[config.mk]
export PLATFORM = sky130hd
export DESIGN_NAME = sliding_window_range_max
export DESIGN_NICKNAME = d
export VERILOG_FILES = /design/src/rtl/core/swrm_pkg.sv /design/src/rtl/core/sliding_window_range_max.sv /design/src/rtl/core/swrm_window.sv /design/src/rtl/core/swrm_minmax_tree.sv /design/src/rtl/core/swrm_result.sv
export SDC_FILE = /design/constraint.sdc
export NUM_CORES = 1
export LEC_CHECK = 0
export ABC_AREA = 0
export CORE_ASPECT_RATIO = 1.75
export CORE_UTILIZATION = 65
export DETAILED_ROUTE_END_ITERATION = 10
export DONT_BUFFER_PORTS = 1
export PLACE_DENSITY = 0.92
export SYNTH_ARGS = -nofsm -noshare
export SYNTH_HDL_FRONTEND = slang
export SYNTH_HIERARCHICAL = 1
export SYNTH_SLANG_ARGS = --single-unit
[constraint.sdc]
create_clock -name clk -period 23.5 [get_ports clk]
set_input_delay 4.7 -clock clk [delete_from_list [all_inputs] [get_ports clk]]
set_output_delay 4.7 -clock clk [all_outputs]
set_load 0.05 [all_outputs]
[src/rtl/core/swrm_pkg.sv]
// Shared types and constants for the sliding-window range tracker.
// No dependencies; used by every module under rtl/core except swrm_minmax_tree.
package swrm_pkg;

    // Width of the window length register
    localparam int unsigned LEN_W = 5;

    // Window length after reset
    localparam logic [LEN_W-1:0] LEN_RESET = 5'd1;

    // Per-request control carried alongside the sample data
    typedef struct packed {
        logic full;
        logic first;
        logic last;
    } swrm_ctrl_t;

endpackage

[src/rtl/core/sliding_window_range_max.sv]
// Sliding-window range tracker, top level: window, comparator tree, result stages.
// Depends on swrm_pkg, swrm_window, swrm_minmax_tree, swrm_result.
// Registers: window, min/max, output; one request per cycle while out_ready is high.
// The comparator tree sits combinationally between the window register and the min/max register.
// Reset clears valids, fill count and best range and sets window_len to 1; samples are not cleared.
module sliding_window_range_max #(
    parameter int WINDOW_MAX  = 16,
    parameter int SAMPLE_BITS = 16
) (
    input  logic                          clk,
    input  logic                          rst_n,
    input  logic                          cfg_wr_en,
    input  logic [swrm_pkg::LEN_W-1:0]    cfg_wr_data,
    input  logic                          in_valid,
    output logic                          in_ready,
    input  logic signed [SAMPLE_BITS-1:0] sample,
    input  logic                          first,
    input  logic                          last,
    output logic                          out_valid,
    input  logic                          out_ready,
    output logic                          window_full,
    output logic signed [SAMPLE_BITS-1:0] window_min,
    output logic signed [SAMPLE_BITS-1:0] window_max,
    output logic [SAMPLE_BITS-1:0]        window_range,
    output logic [SAMPLE_BITS-1:0]        best_range,
    output logic                          too_short
);

    logic                          s1_valid;
    logic                          s2_en;
    swrm_pkg::swrm_ctrl_t          s1_ctrl;
    logic signed [SAMPLE_BITS-1:0] taps [WINDOW_MAX];
    logic signed [SAMPLE_BITS-1:0] tree_lo;
    logic signed [SAMPLE_BITS-1:0] tree_hi;

    swrm_window #(
        .WINDOW_MAX  (WINDOW_MAX),
        .SAMPLE_BITS (SAMPLE_BITS)
    ) u_window (
        .clk         (clk),
        .rst_n       (rst_n),
        .cfg_wr_en   (cfg_wr_en),
        .cfg_wr_data (cfg_wr_data),
        .in_valid    (in_valid),
        .in_ready    (in_ready),
        .sample      (sample),
        .first       (first),
        .last        (last),
        .s2_en       (s2_en),
        .s1_valid    (s1_valid),
        .s1_ctrl     (s1_ctrl),
        .taps        (taps)
    );

    swrm_minmax_tree #(
        .N (WINDOW_MAX),
        .W (SAMPLE_BITS)
    ) u_tree (
        .taps (taps),
        .lo   (tree_lo),
        .hi   (tree_hi)
    );

    swrm_result #(
        .SAMPLE_BITS (SAMPLE_BITS)
    ) u_result (
        .clk          (clk),
        .rst_n        (rst_n),
        .s1_valid     (s1_valid),
        .s1_ctrl      (s1_ctrl),
        .tree_lo      (tree_lo),
        .tree_hi      (tree_hi),
        .s2_en        (s2_en),
        .out_valid    (out_valid),
        .out_ready    (out_ready),
        .window_full  (window_full),
        .window_min   (window_min),
        .window_max   (window_max),
        .window_range (window_range),
        .best_range   (best_range),
        .too_short    (too_short)
    );

endmodule

[src/rtl/core/swrm_window.sv]
// Window shift register, fill counter and window length register (stage 1).
// Depends on swrm_pkg.
module swrm_window #(
    parameter int WINDOW_MAX  = 16,
    parameter int SAMPLE_BITS = 16
) (
    input  logic                             clk,
    input  logic                             rst_n,
    input  logic                             cfg_wr_en,
    input  logic [swrm_pkg::LEN_W-1:0]       cfg_wr_data,
    input  logic                             in_valid,
    output logic                             in_ready,
    input  logic signed [SAMPLE_BITS-1:0]    sample,
    input  logic                             first,
    input  logic                             last,
    input  logic                             s2_en,
    output logic                             s1_valid,
    output swrm_pkg::swrm_ctrl_t             s1_ctrl,
    output logic signed [SAMPLE_BITS-1:0]    taps [WINDOW_MAX]
);

    localparam int CNT_W = $clog2(WINDOW_MAX + 1);
    localparam int CMP_W = (CNT_W > swrm_pkg::LEN_W) ? CNT_W : swrm_pkg::LEN_W;

    logic [swrm_pkg::LEN_W-1:0]    len_reg;
    logic [CNT_W-1:0]              fill_count_reg;
    logic [CNT_W-1:0]              fill_count_next;
    logic                          s1_valid_reg;
    swrm_pkg::swrm_ctrl_t          s1_ctrl_reg;
    swrm_pkg::swrm_ctrl_t          s1_ctrl_next;
    logic signed [SAMPLE_BITS-1:0] win_reg [WINDOW_MAX];
    logic [CMP_W-1:0]              len_ext;
    logic [CMP_W-1:0]              eff_len;
    logic                          accept;

    assign in_ready = !s1_valid_reg || s2_en;
    assign accept   = in_valid && in_ready;
    assign s1_valid = s1_valid_reg;
    assign s1_ctrl  = s1_ctrl_reg;

    // Zero length acts as one, anything above the store depth as the depth
    always_comb
    begin
        len_ext = CMP_W'(len_reg);
        if (len_reg == '0)
        begin
            eff_len = CMP_W'(1);
        end
        else if (len_ext > CMP_W'(WINDOW_MAX))
        begin
            eff_len = CMP_W'(WINDOW_MAX);
        end
        else
        begin
            eff_len = len_ext;
        end
    end

    always_comb
    begin
        if (first)
        begin
            fill_count_next = CNT_W'(1);
        end
        else if (fill_count_reg == CNT_W'(WINDOW_MAX))
        begin
            fill_count_next = fill_count_reg;
        end
        else
        begin
            fill_count_next = fill_count_reg + CNT_W'(1);
        end
        s1_ctrl_next.full  = (CMP_W'(fill_count_next) >= eff_len);
        s1_ctrl_next.first = first;
        s1_ctrl_next.last  = last;
    end

    // Entries beyond the window length mirror the newest sample: neutral for min/max
    always_comb
    begin
        for (int k = 0; k < WINDOW_MAX; k++)
        begin
            if (CMP_W'(k) < eff_len)
            begin
                taps[k] = win_reg[k];
            end
            else
            begin
                taps[k] = win_reg[0];
            end
        end
    end

    always_ff @(posedge clk or negedge rst_n)
    begin
        if (!rst_n)
        begin
            len_reg        <= swrm_pkg::LEN_RESET;
            fill_count_reg <= '0;
            s1_valid_reg   <= 1'b0;
        end
        else
        begin
            if (cfg_wr_en)
            begin
                len_reg <= cfg_wr_data;
            end
            if (accept)
            begin
                fill_count_reg <= fill_count_next;
            end
            if (in_ready)
            begin
                s1_valid_reg <= in_valid;
            end
        end
    end

    always_ff @(posedge clk)
    begin
        if (accept)
        begin
            s1_ctrl_reg <= s1_ctrl_next;
            win_reg[0]  <= sample;
            for (int k = 1; k < WINDOW_MAX; k++)
            begin
                win_reg[k] <= win_reg[k-1];
            end
        end
    end

    a_first_restarts_fill: assert property (@(posedge clk) disable iff (!rst_n)
        (accept && first) |=> (fill_count_reg == CNT_W'(1)))
        else $error("fill count not restarted by first request");

    a_fill_saturates: assert property (@(posedge clk) disable iff (!rst_n)
        fill_count_reg <= CNT_W'(WINDOW_MAX))
        else $error("fill count beyond window depth");

endmodule

[src/rtl/core/swrm_minmax_tree.sv]
// Comparator tree giving the minimum and maximum of the masked window taps.
// Purely combinational; depends on nothing.
module swrm_minmax_tree #(
    parameter int N = 16,
    parameter int W = 16
) (
    input  logic signed [W-1:0] taps [N],
    output logic signed [W-1:0] lo,
    output logic signed [W-1:0] hi
);

    localparam int PAD   = 1 << $clog2(N);
    localparam int NODES = 2 * PAD - 1;

    // Heap layout: node n has children 2n+1 and 2n+2, leaves from PAD-1
    logic signed [W-1:0] lo_node [NODES];
    logic signed [W-1:0] hi_node [NODES];

    always_comb
    begin
        for (int i = 0; i < PAD; i++)
        begin
            if (i < N)
            begin
                lo_node[PAD-1+i] = taps[i];
                hi_node[PAD-1+i] = taps[i];
            end
            else
            begin
                lo_node[PAD-1+i] = taps[0];
                hi_node[PAD-1+i] = taps[0];
            end
        end
        for (int n = PAD - 2; n >= 0; n--)
        begin
            lo_node[n] = (lo_node[2*n+2] < lo_node[2*n+1]) ? lo_node[2*n+2] : lo_node[2*n+1];
            hi_node[n] = (hi_node[2*n+2] > hi_node[2*n+1]) ? hi_node[2*n+2] : hi_node[2*n+1];
        end
    end

    assign lo = lo_node[0];
    assign hi = hi_node[0];

endmodule

[src/rtl/core/swrm_result.sv]
// Min/max register (stage 2), range and best-range tracking, output register.
// Depends on swrm_pkg.
module swrm_result #(
    parameter int SAMPLE_BITS = 16
) (
    input  logic                          clk,
    input  logic                          rst_n,
    input  logic                          s1_valid,
    input  swrm_pkg::swrm_ctrl_t          s1_ctrl,
    input  logic signed [SAMPLE_BITS-1:0] tree_lo,
    input  logic signed [SAMPLE_BITS-1:0] tree_hi,
    output logic                          s2_en,
    output logic                          out_valid,
    input  logic                          out_ready,
    output logic                          window_full,
    output logic signed [SAMPLE_BITS-1:0] window_min,
    output logic signed [SAMPLE_BITS-1:0] window_max,
    output logic [SAMPLE_BITS-1:0]        window_range,
    output logic [SAMPLE_BITS-1:0]        best_range,
    output logic                          too_short
);

    logic                          s2_valid_reg;
    swrm_pkg::swrm_ctrl_t          s2_ctrl_reg;
    logic signed [SAMPLE_BITS-1:0] s2_lo_reg;
    logic signed [SAMPLE_BITS-1:0] s2_hi_reg;
    logic [SAMPLE_BITS-1:0]        best_reg;
    logic [SAMPLE_BITS-1:0]        best_next;
    logic [SAMPLE_BITS-1:0]        best_base;
    logic [SAMPLE_BITS-1:0]        rng;
    logic                          out_valid_reg;
    logic                          full_reg;
    logic signed [SAMPLE_BITS-1:0] min_reg;
    logic signed [SAMPLE_BITS-1:0] max_reg;
    logic [SAMPLE_BITS-1:0]        range_reg;
    logic [SAMPLE_BITS-1:0]        best_out_reg;
    logic                          short_reg;
    logic                          o_en;

    assign o_en  = !out_valid_reg || out_ready;
    assign s2_en = !s2_valid_reg || o_en;

    // Range wraps to the sample width; best restarts with a new sequence
    always_comb
    begin
        rng       = SAMPLE_BITS'(s2_hi_reg - s2_lo_reg);
        best_base = s2_ctrl_reg.first ? '0 : best_reg;
        if (s2_ctrl_reg.full && (rng > best_base))
        begin
            best_next = rng;
        end
        else
        begin
            best_next = best_base;
        end
    end

    always_ff @(posedge clk or negedge rst_n)
    begin
        if (!rst_n)
        begin
            s2_valid_reg  <= 1'b0;
            out_valid_reg <= 1'b0;
            best_reg      <= '0;
        end
        else
        begin
            if (s2_en)
            begin
                s2_valid_reg <= s1_valid;
            end
            if (o_en)
            begin
                out_valid_reg <= s2_valid_reg;
                if (s2_valid_reg)
                begin
                    best_reg <= best_next;
                end
            end
        end
    end

    always_ff @(posedge clk)
    begin
        if (s2_en)
        begin
            s2_ctrl_reg <= s1_ctrl;
            s2_lo_reg   <= tree_lo;
            s2_hi_reg   <= tree_hi;
        end
        if (o_en)
        begin
            full_reg     <= s2_ctrl_reg.full;
            min_reg      <= s2_ctrl_reg.full ? s2_lo_reg : '0;
            max_reg      <= s2_ctrl_reg.full ? s2_hi_reg : '0;
            range_reg    <= s2_ctrl_reg.full ? rng : '0;
            best_out_reg <= best_next;
            short_reg    <= s2_ctrl_reg.last && !s2_ctrl_reg.full;
        end
    end

    assign out_valid    = out_valid_reg;
    assign window_full  = full_reg;
    assign window_min   = min_reg;
    assign window_max   = max_reg;
    assign window_range = range_reg;
    assign best_range   = best_out_reg;
    assign too_short    = short_reg;

    a_best_monotonic: assert property (@(posedge clk) disable iff (!rst_n)
        (o_en && s2_valid_reg && !s2_ctrl_reg.first) |=> (best_reg >= $past(best_reg)))
        else $error("best range fell within a sequence");

    a_range_within_best: assert property (@(posedge clk) disable iff (!rst_n)
        (out_valid_reg && full_reg) |-> (range_reg <= best_out_reg))
        else $error("window range above reported best");

endmodule

# ---- Word-level counts from Yosys, hierarchy flattened
# Memory sizes are Yosys's and may differ from the RTL's.
# Cells that the tools add are included.
dict set report totals {
  register_bits 133
  ram_bits 256
  out_inout_bits 68
  wordCells 137
  mem_count 1
}
dict set report classes {
  addsub 2
  n_lt_le_gt_ge 48
  n_eq_ne 1
  mux 53
  n_reduce_logical 12
}
# name depth width read_ports rd_ports_with_merged_regs wr line
set mem_list {}
lappend mem_list {u_window.win_reg 16 16 16 0 16 swrm_window.sv:31} ;# logic signed [SAMPLE_BITS-1:0] win_reg [WINDOW_MAX];
# op n
set ops {}
lappend ops {{$mux 16} 47}
lappend ops {{$gt 16x16->1} 16}
lappend ops {{$lt 16x16->1} 15}
lappend ops {{$lt 4x5->1 const A} 8}
lappend ops {{$lt 3x5->1 const A} 4}
lappend ops {{$mux 5} 4}
lappend ops {{$sub 16x16->16} 1}
lappend ops {{$lt 2x5->1 const A} 2}
lappend ops {{$add 5x1->5 const B} 1}
lappend ops {{$eq 5x5->1 const B} 1}
lappend ops {{$ge 5x5->1} 1}
lappend ops {{$gt 5x5->1 const B} 1}
lappend ops {{$logic_not 5->1} 1}
lappend ops {{$lt 1x5->1 const A} 1}
lappend ops {{$logic_not 1->1} 4}
lappend ops {{$logic_and 1x1->1} 3}
lappend ops {{$logic_or 1x1->1} 3}
lappend ops {{$mux 1} 2}
lappend ops {{$reduce_and 2->1} 1}

# ---- Logic depth before layout (Yosys ltp)
# Gate-level depths: netlist of run 1.
dict set report logic_depth {
  word_depth 13
  ltp_mapped 59
  mapped_depth_nobuf 52
}

# ---- Modules after synthesis
# Netlist of run 1, hierarchy kept.
# mod n_inst cells_per_inst area_each_um2 seq_area_each_um2
set by_module_without_submodules {}
lappend by_module_without_submodules {swrm_minmax_tree 1 2073 15078.2 0.0}
lappend by_module_without_submodules {swrm_window 1 648 11873.9 8054.0}
lappend by_module_without_submodules {swrm_result 1 413 5492.8 3483.3}

# ---- Worst setup path before layout of run 1
# OpenSTA, ideal clock, no wires.
dict set report synth_timing {
  path_kind {input to register}
  startpoint {in out_ready}
  endpoint {reg u_window.fill_count_reg[1]}
  t_arrival_ns 11.755
  setup_slack_ns 11.356
  cell_stages 5
  n_path_buf 0
  path_cell_list {nand3b_1 > nand2b_1 > nand2_1 > inv_1 > o21ai_0}
}
dict set report synth_via {
  elab_chain_len 4
}
# element line
set synth_rtl {}
lappend synth_rtl {{start, declared} sliding_window_range_max.sv:20} ;# input logic out_ready,
lappend synth_rtl {{$logic_or 1x1->1} swrm_result.sv:40} ;# assign o_en = !out_valid_reg || out_ready;
lappend synth_rtl {{$logic_or 1x1->1} swrm_result.sv:41} ;# assign s2_en = !s2_valid_reg || o_en;
lappend synth_rtl {{$logic_or 1x1->1} swrm_window.sv:36} ;# assign in_ready = !s1_valid_reg || s2_en;
lappend synth_rtl {{named net in_ready} sliding_window_range_max.sv:15} ;# output logic in_ready,
lappend synth_rtl {{$logic_and 1x1->1} swrm_window.sv:37} ;# assign accept = in_valid && in_ready;
lappend synth_rtl {{named net u_window.accept} swrm_window.sv:34} ;# logic accept;
lappend synth_rtl {{end signal, assigned} swrm_window.sv:110} ;# fill_count_reg <= fill_count_next;
lappend synth_rtl {{end, declared} swrm_window.sv:26} ;# logic [CNT_W-1:0] fill_count_reg;
# The timed path passes the listed nets, and every way through them passes these cells.
# A chain may end at the register's enable or synchronous reset.

==> metrics, run 1 <==
status finished, final reports clean; Syn Area/Cell a little over 10 µm²; gpl congestion 1.09; Initial DRC Count ~2300; setup ws final between 9 and 10 ns; share of layout cells above drive strength 1 14.8%; Rows 108; hold_sp u_window/s1_ctrl[1]; critical path's most frequent cell a21o_1; Worst Setup Path Type register to register; post-route ant nets 0; Inserted Clock Buffers 38; asr flop ratio synth approximately 7.5%; grt ovf 0; clk sinks slightly below 400; clk_lat worst skew roughly 0.58 ns; Routed Wire Length between 100000 and 150000 µm; Mapped Area 32400 µm²; first-pass GRT wire length 164000 µm; Setup crit start kind register; FF-to-FF Start u_window/len_ext[2]; min cycle time layout 14.19 ns; unrepaired setup endpoints after global routing no; Post-synth EDFFs 360; fraction of the cycle the final worst path needs a little over 60%; I/O Buffers 0; Finish-stage setup viols 0; Post-Syn Instances roughly 3100; commonest non-fill, non-tap cells in the layout 374 x ha_1, 360 x edfxtp_1, 315 x inv_1; area grow syn2layout 5.10%; Initial Util 65.6%; R2R Path End u_result/s2_hi_reg[0]; CP required 23.91 ns; CTS Root Cell clkbuf_16; Max stage delay on crit path approximately 1.1 ns; Cell variety after synth ~110; Yosys reg bits 389; WHS Path Cells 0; FF-to-FF path depth 45; Worst Path Max Fanout 18; CP max-delay cell a31oi_2; Post-synth top flop edfxtp_1; chip width 171 µm; Worst Hold Class register to register; Arr. time, crit path 14.61 ns; Final Max Slew Viols 0; Syn Nets approximately 3500; hold_buf cts 0; final core occ around 69%; Largest register FFs 256; Slew @ Worst Pin approximately 1.4 ns; GRT Total Usage 44.8%; setup bufs post-CTS 0; HPWL Detailed 87100 µm; DRC viols 0; H-tree depth 2; core footprint 49500 µm²; post-CTS sizing 0; clk slew on worst S/H paths 0.07 ns; total number of vias roughly 26000; Critical Path End Type register; worst-case clock buffer depth 3; placed cell area 32800 µm²; endpoints failing hold 0; CTS tree done; Die Y-Extent around 300 µm; initial antenna violation count 2; Achievable Freq between 0.07 and 0.08 GHz; pin count of the biggest net entering global routing 104; headroom to the max-slew limit 3.07%; average wire per standard cell 30.0 µm; fin nets between 3000 and 4000; Pre-antenna DRT Iters 8; post-synthesis sequential area ratio between 30 and 40%; die footprint 50800 µm²; vias per inst 6.82; Setup TNS Final 0 ns; R2R Setup Slk 9.31 ns; dpl ws between 9 and 10 ns; maxcap violations 0; commonest non-fill, non-tap cell in the layout ha_1; clk_skew 0.0220 ns; number of global-route vias before repair between 20000 and 30000; post-route cell area between 30000 and 40000 µm²; YS warnings 6; I/O pin count 96; Hold Path End u_result/s2_ctrl_reg[1]
cells in the mapped netlist, types with 7 or more instances:
library cell / instances / area [µm²]
inv_1: 316 / 1190
ha_1: 374 / 4680
o21ai_0: 95 / 475
edfxtp_1: 360 / 10800
mux2_4: 30 / 450
nor4_1: 11 / 68.8
or2_2: 11 / 68.8
nor2b_1: 48 / 300
and4_1: 9 / 78.8
nand2b_1: 49 / 307
buf_4: 27 / 203
dfrtp_1: 28 / 701
o211ai_1: 12 / 90.1
and2_1: 53 / 332
a21boi_1: 11 / 82.6
clkbuf_1: 63 / 236
and3_1: 7 / 43.8
o31ai_1: 8 / 60.1
a211oi_1: 13 / 97.6
o21ai_2: 7 / 61.3
nor3_1: 28 / 140
mux2i_1: 245 / 2450
mux2_2: 234 / 2640
a211o_1: 9 / 78.8
a21oi_1: 219 / 1100
o21a_1: 21 / 158
nand4_1: 70 / 438
nor2_1: 172 / 646
a21oi_2: 7 / 61.3
a21o_1: 114 / 856
o21ai_1: 15 / 75.1
buf_6: 13 / 146
xnor2_1: 16 / 140
nand3_1: 33 / 165
a2bb2oi_1: 10 / 87.6
nand2_1: 151 / 567
a21boi_0: 8 / 60.1
xor2_1: 8 / 70.1
a31oi_1: 35 / 219
a22o_1: 17 / 149
buf_2: 23 / 115
routing by layer:
layer	GRT usage, %	vias up	share of wire (%)
li1	-	11426	-
met1	41.6	12333	31
met2	74.7	1365	48
met4	51.6	2	14
met5	0	-	0.017
met3	10.4	573	7.5
kinds of logic (layout without fill, tap and decap cells):
family	count (synthesis)	after routing	synth area share, %
adders and majority gates	376	376	14.5
DFF	389	389	35.6
and+or+nand+nor	684	684	10.9
muxes	517	517	17.5
xor gates and xnor gates	25	25	0.698
AOI/OAI and AO/OA	692	692	14.8
other	0	4	0
buffers and inverters	451	419	6.07
final cells by class:
type | instances | area, µm²
multi-input combinational | 2294 | 19000
fill | 3701 | 15400
sequential | 389 | 11500
inverter | 316 | 1190
clock buffer | 45 | 1040
tap | 660 | 826
clock inverter | 24 | 267
timing repair buffer | 34 | 255
antenna | 4 | 10.0
critical path, delay by kind of cell (launching register included):
family	cells	cell delay, ns
AND/OR/NAND/NOR	10	1.86
flip-flops	1	0.72
adder cells (fa/ha/maj)	4	1.44
AO/OA/AOI/OAI	28	8.10
multiplexers	3	1.88
how the worst max path moves through the flow:
| stage | start | endpoint | slack [ns] |
|---|---|---|---|
| 6_report | u_window/len_ext[2] | u_result/s2_hi_reg[0] | 9.31 |
| 5_1_grt | u_window/len_ext[3] | u_result/s2_hi_reg[1] | 8.54 |
| 4_1_cts | u_window/len_ext[3] | u_result/s2_hi_reg[1] | 9.51 |
| 3_5_place_dp | u_window/len_ext[3] | u_result/s2_hi_reg[1] | 9.56 |
| 3_3_place_gp | u_window/len_ext[3] | u_result/s2_hi_reg[1] | 9.69 |
| 2_1_floorplan | out_ready | u_window/fill_count_reg[1] | 11.36 |
per-stage QoR:
stage / cells / hold slack, ns
6_report: 3766 / 0.428
5_1_grt: 3762 / 0.434
4_1_cts: 3762 / 0.430
3_5_place_dp: 3693 / 0.411
3_3_place_gp: 3693 / 0.409
2_1_floorplan: 3134 / 0.400
Power of run 1 is left out: the tool's default activity adds up to more than one toggle a clock period on the data nets, which glitch-free logic cannot reach.
==> run 2, diff against run 1 <==
--- a/config.mk
+++ b/config.mk
@@ -7,10 +7,10 @@
 export LEC_CHECK = 0
 export ABC_AREA = 0
 export CORE_ASPECT_RATIO = 1.75
-export CORE_UTILIZATION = 65
+export CORE_UTILIZATION = 60
 export DETAILED_ROUTE_END_ITERATION = 10
 export DONT_BUFFER_PORTS = 1
-export PLACE_DENSITY = 0.92
+export PLACE_DENSITY = 0.9
 export SYNTH_ARGS = -nofsm -noshare
 export SYNTH_HDL_FRONTEND = slang
 export SYNTH_HIERARCHICAL = 1
==> constraint.sdc (replaced) <==
create_clock -name clk -period 12.9 [get_ports clk]
set_input_delay 2.58 -clock clk [delete_from_list [all_inputs] [get_ports clk]]
set_output_delay 2.58 -clock clk [all_outputs]
set_load 0.05 [all_outputs]
==> metrics, run 2 (synthesis gave the netlist of run 1 again) <==
Inserted Clock Buffers 40; post-route ant nets 0; CP required 13.34 ns; H-tree depth 2; die footprint 55000 µm²; Storage cell area 11500 µm²; clk_skew 0.0198 ns; endpoints failing hold 0; fraction of the cycle the final worst path needs a little over nine tenths; number of global-route vias before repair 25548; Initial Util roughly 60%; headroom to the max-slew limit 18.8%; core footprint 53400 µm²; Max stage delay on crit path 0.56 ns; I/O Buffers 0; area taken by multi-input logic gates 19000 µm²; CTS tree done; commonest non-fill, non-tap cell in the layout ha_1; Setup TNS Final 0 ns; DRC viols 0; grt ovf 0; worst-case clock buffer depth 3; unrepaired setup endpoints after global routing no; status finished, final reports clean; commonest non-fill, non-tap cells in the layout 374 x ha_1, 360 x edfxtp_1, 315 x inv_1; CP max-delay cell dfrtp_1; Pre-antenna DRT Iters 6; Worst Setup Path Type register to register; total number of vias 25482; hold_buf cts 0; fin nets 3545; Fillers approximately 4000; I/O pin count 96; clk sinks between 300 and 400; Setup crit start kind register; first-pass GRT wire length 149000 µm; Rows 112; Critical Path End Type register; GRT Total Usage 36.9%; initial antenna violation count 4; Largest register FFs 256; pin count of the biggest net entering global routing 112; Slew @ Worst Pin about 1.2 ns; Die Y-Extent about 310 µm; Routed Wire Length 102000 µm; clk slew on worst S/H paths approximately 0.070 ns; critical path's most frequent cell buf_4; min cycle time layout 12.25 ns; Worst Hold Class register to register; Finish-stage setup viols 0; Arr. time, crit path 12.69 ns; share of layout cells above drive strength 1 16.8%; maxcap violations 0; Worst Path Max Fanout 21; chip width 178 µm; HPWL Detailed 78600 µm; clk_lat worst skew a little under 0.6 ns; Final Max Slew Viols 0; Achievable Freq 0.0816 GHz; vias per inst 6.60; gpl congestion 1.01; Initial DRC Count about 2100; average wire per standard cell 26.5 µm; CTS Root Cell clkbuf_16; area grow syn2layout 7.03%
==> run 2: layer usage <==
layer	routed length, µm	track usage (%)
met1	32700	34.5
met2	50700	65.2
met3	6310	6.85
met4	12300	37.9
met5	34	0
==> run 2: critical path, delay by kind of cell, from the launching register on <==
kind,cells,cell delay [ns]
AOI/OAI and AO/OA,19,4.28
xor gates and xnor gates,1,0.19
adders and majority gates,4,1.02
buffers and inverters,7,1.78
DFF,1,0.56
muxes,3,1.00
and+or+nand+nor,13,3.21
==> run 2: worst paths after layout <==
check,slack [ns],endpoint,from,depth (start not counted)
min reg2reg,0.42,u_result/s2_ctrl_reg[1],u_window/s1_ctrl[1],0
max in group asynchronous,11.04,u_window/len_ext[0],rst_n,0
max reg2reg,0.65,u_result/s2_hi_reg[11],u_window/len_ext[3],47
max,0.65,u_result/s2_hi_reg[11],u_window/len_ext[3],47
min,0.42,u_result/s2_ctrl_reg[1],u_window/s1_ctrl[1],0
min in group asynchronous,1.69,u_window/fill_count_reg[1],rst_n,0
==> run 2: stage by stage <==
step / utilization, % / area (µm²) / hold WS [ns] / setup WS, ns / instances
floorplan: - / 32400 / 0.400 / 1.57 / 3134
global placement: 62.3 / 33300 / 0.406 / 0.781 / 3774
global route: 65.0 / 34700 / 0.433 / 0.105 / 3858
detailed placement: 62.3 / 33300 / 0.407 / 0.536 / 3774
finish: 65.0 / 34700 / 0.422 / 0.650 / 3859
CTS: 64.8 / 34600 / 0.421 / 0.458 / 3848
==> run 2: area by class of cell <==
class | count | area share, %
multi-input combinational | 2294 | 54.6
sequential | 389 | 33.2
inverter | 316 | 3.44
clock buffer | 45 | 3.00
tap | 684 | 2.46
timing repair buffer | 101 | 2.40
clock inverter | 29 | 0.836
antenna | 1 | 0.00721
==> run 2: timing repair <==
item | CTS | global route
resized for setup | 0 | 1
setup endpoints to repair | 0 | 31
setup buffers | 0 | 10
Power of run 2 is left out for the same reason.
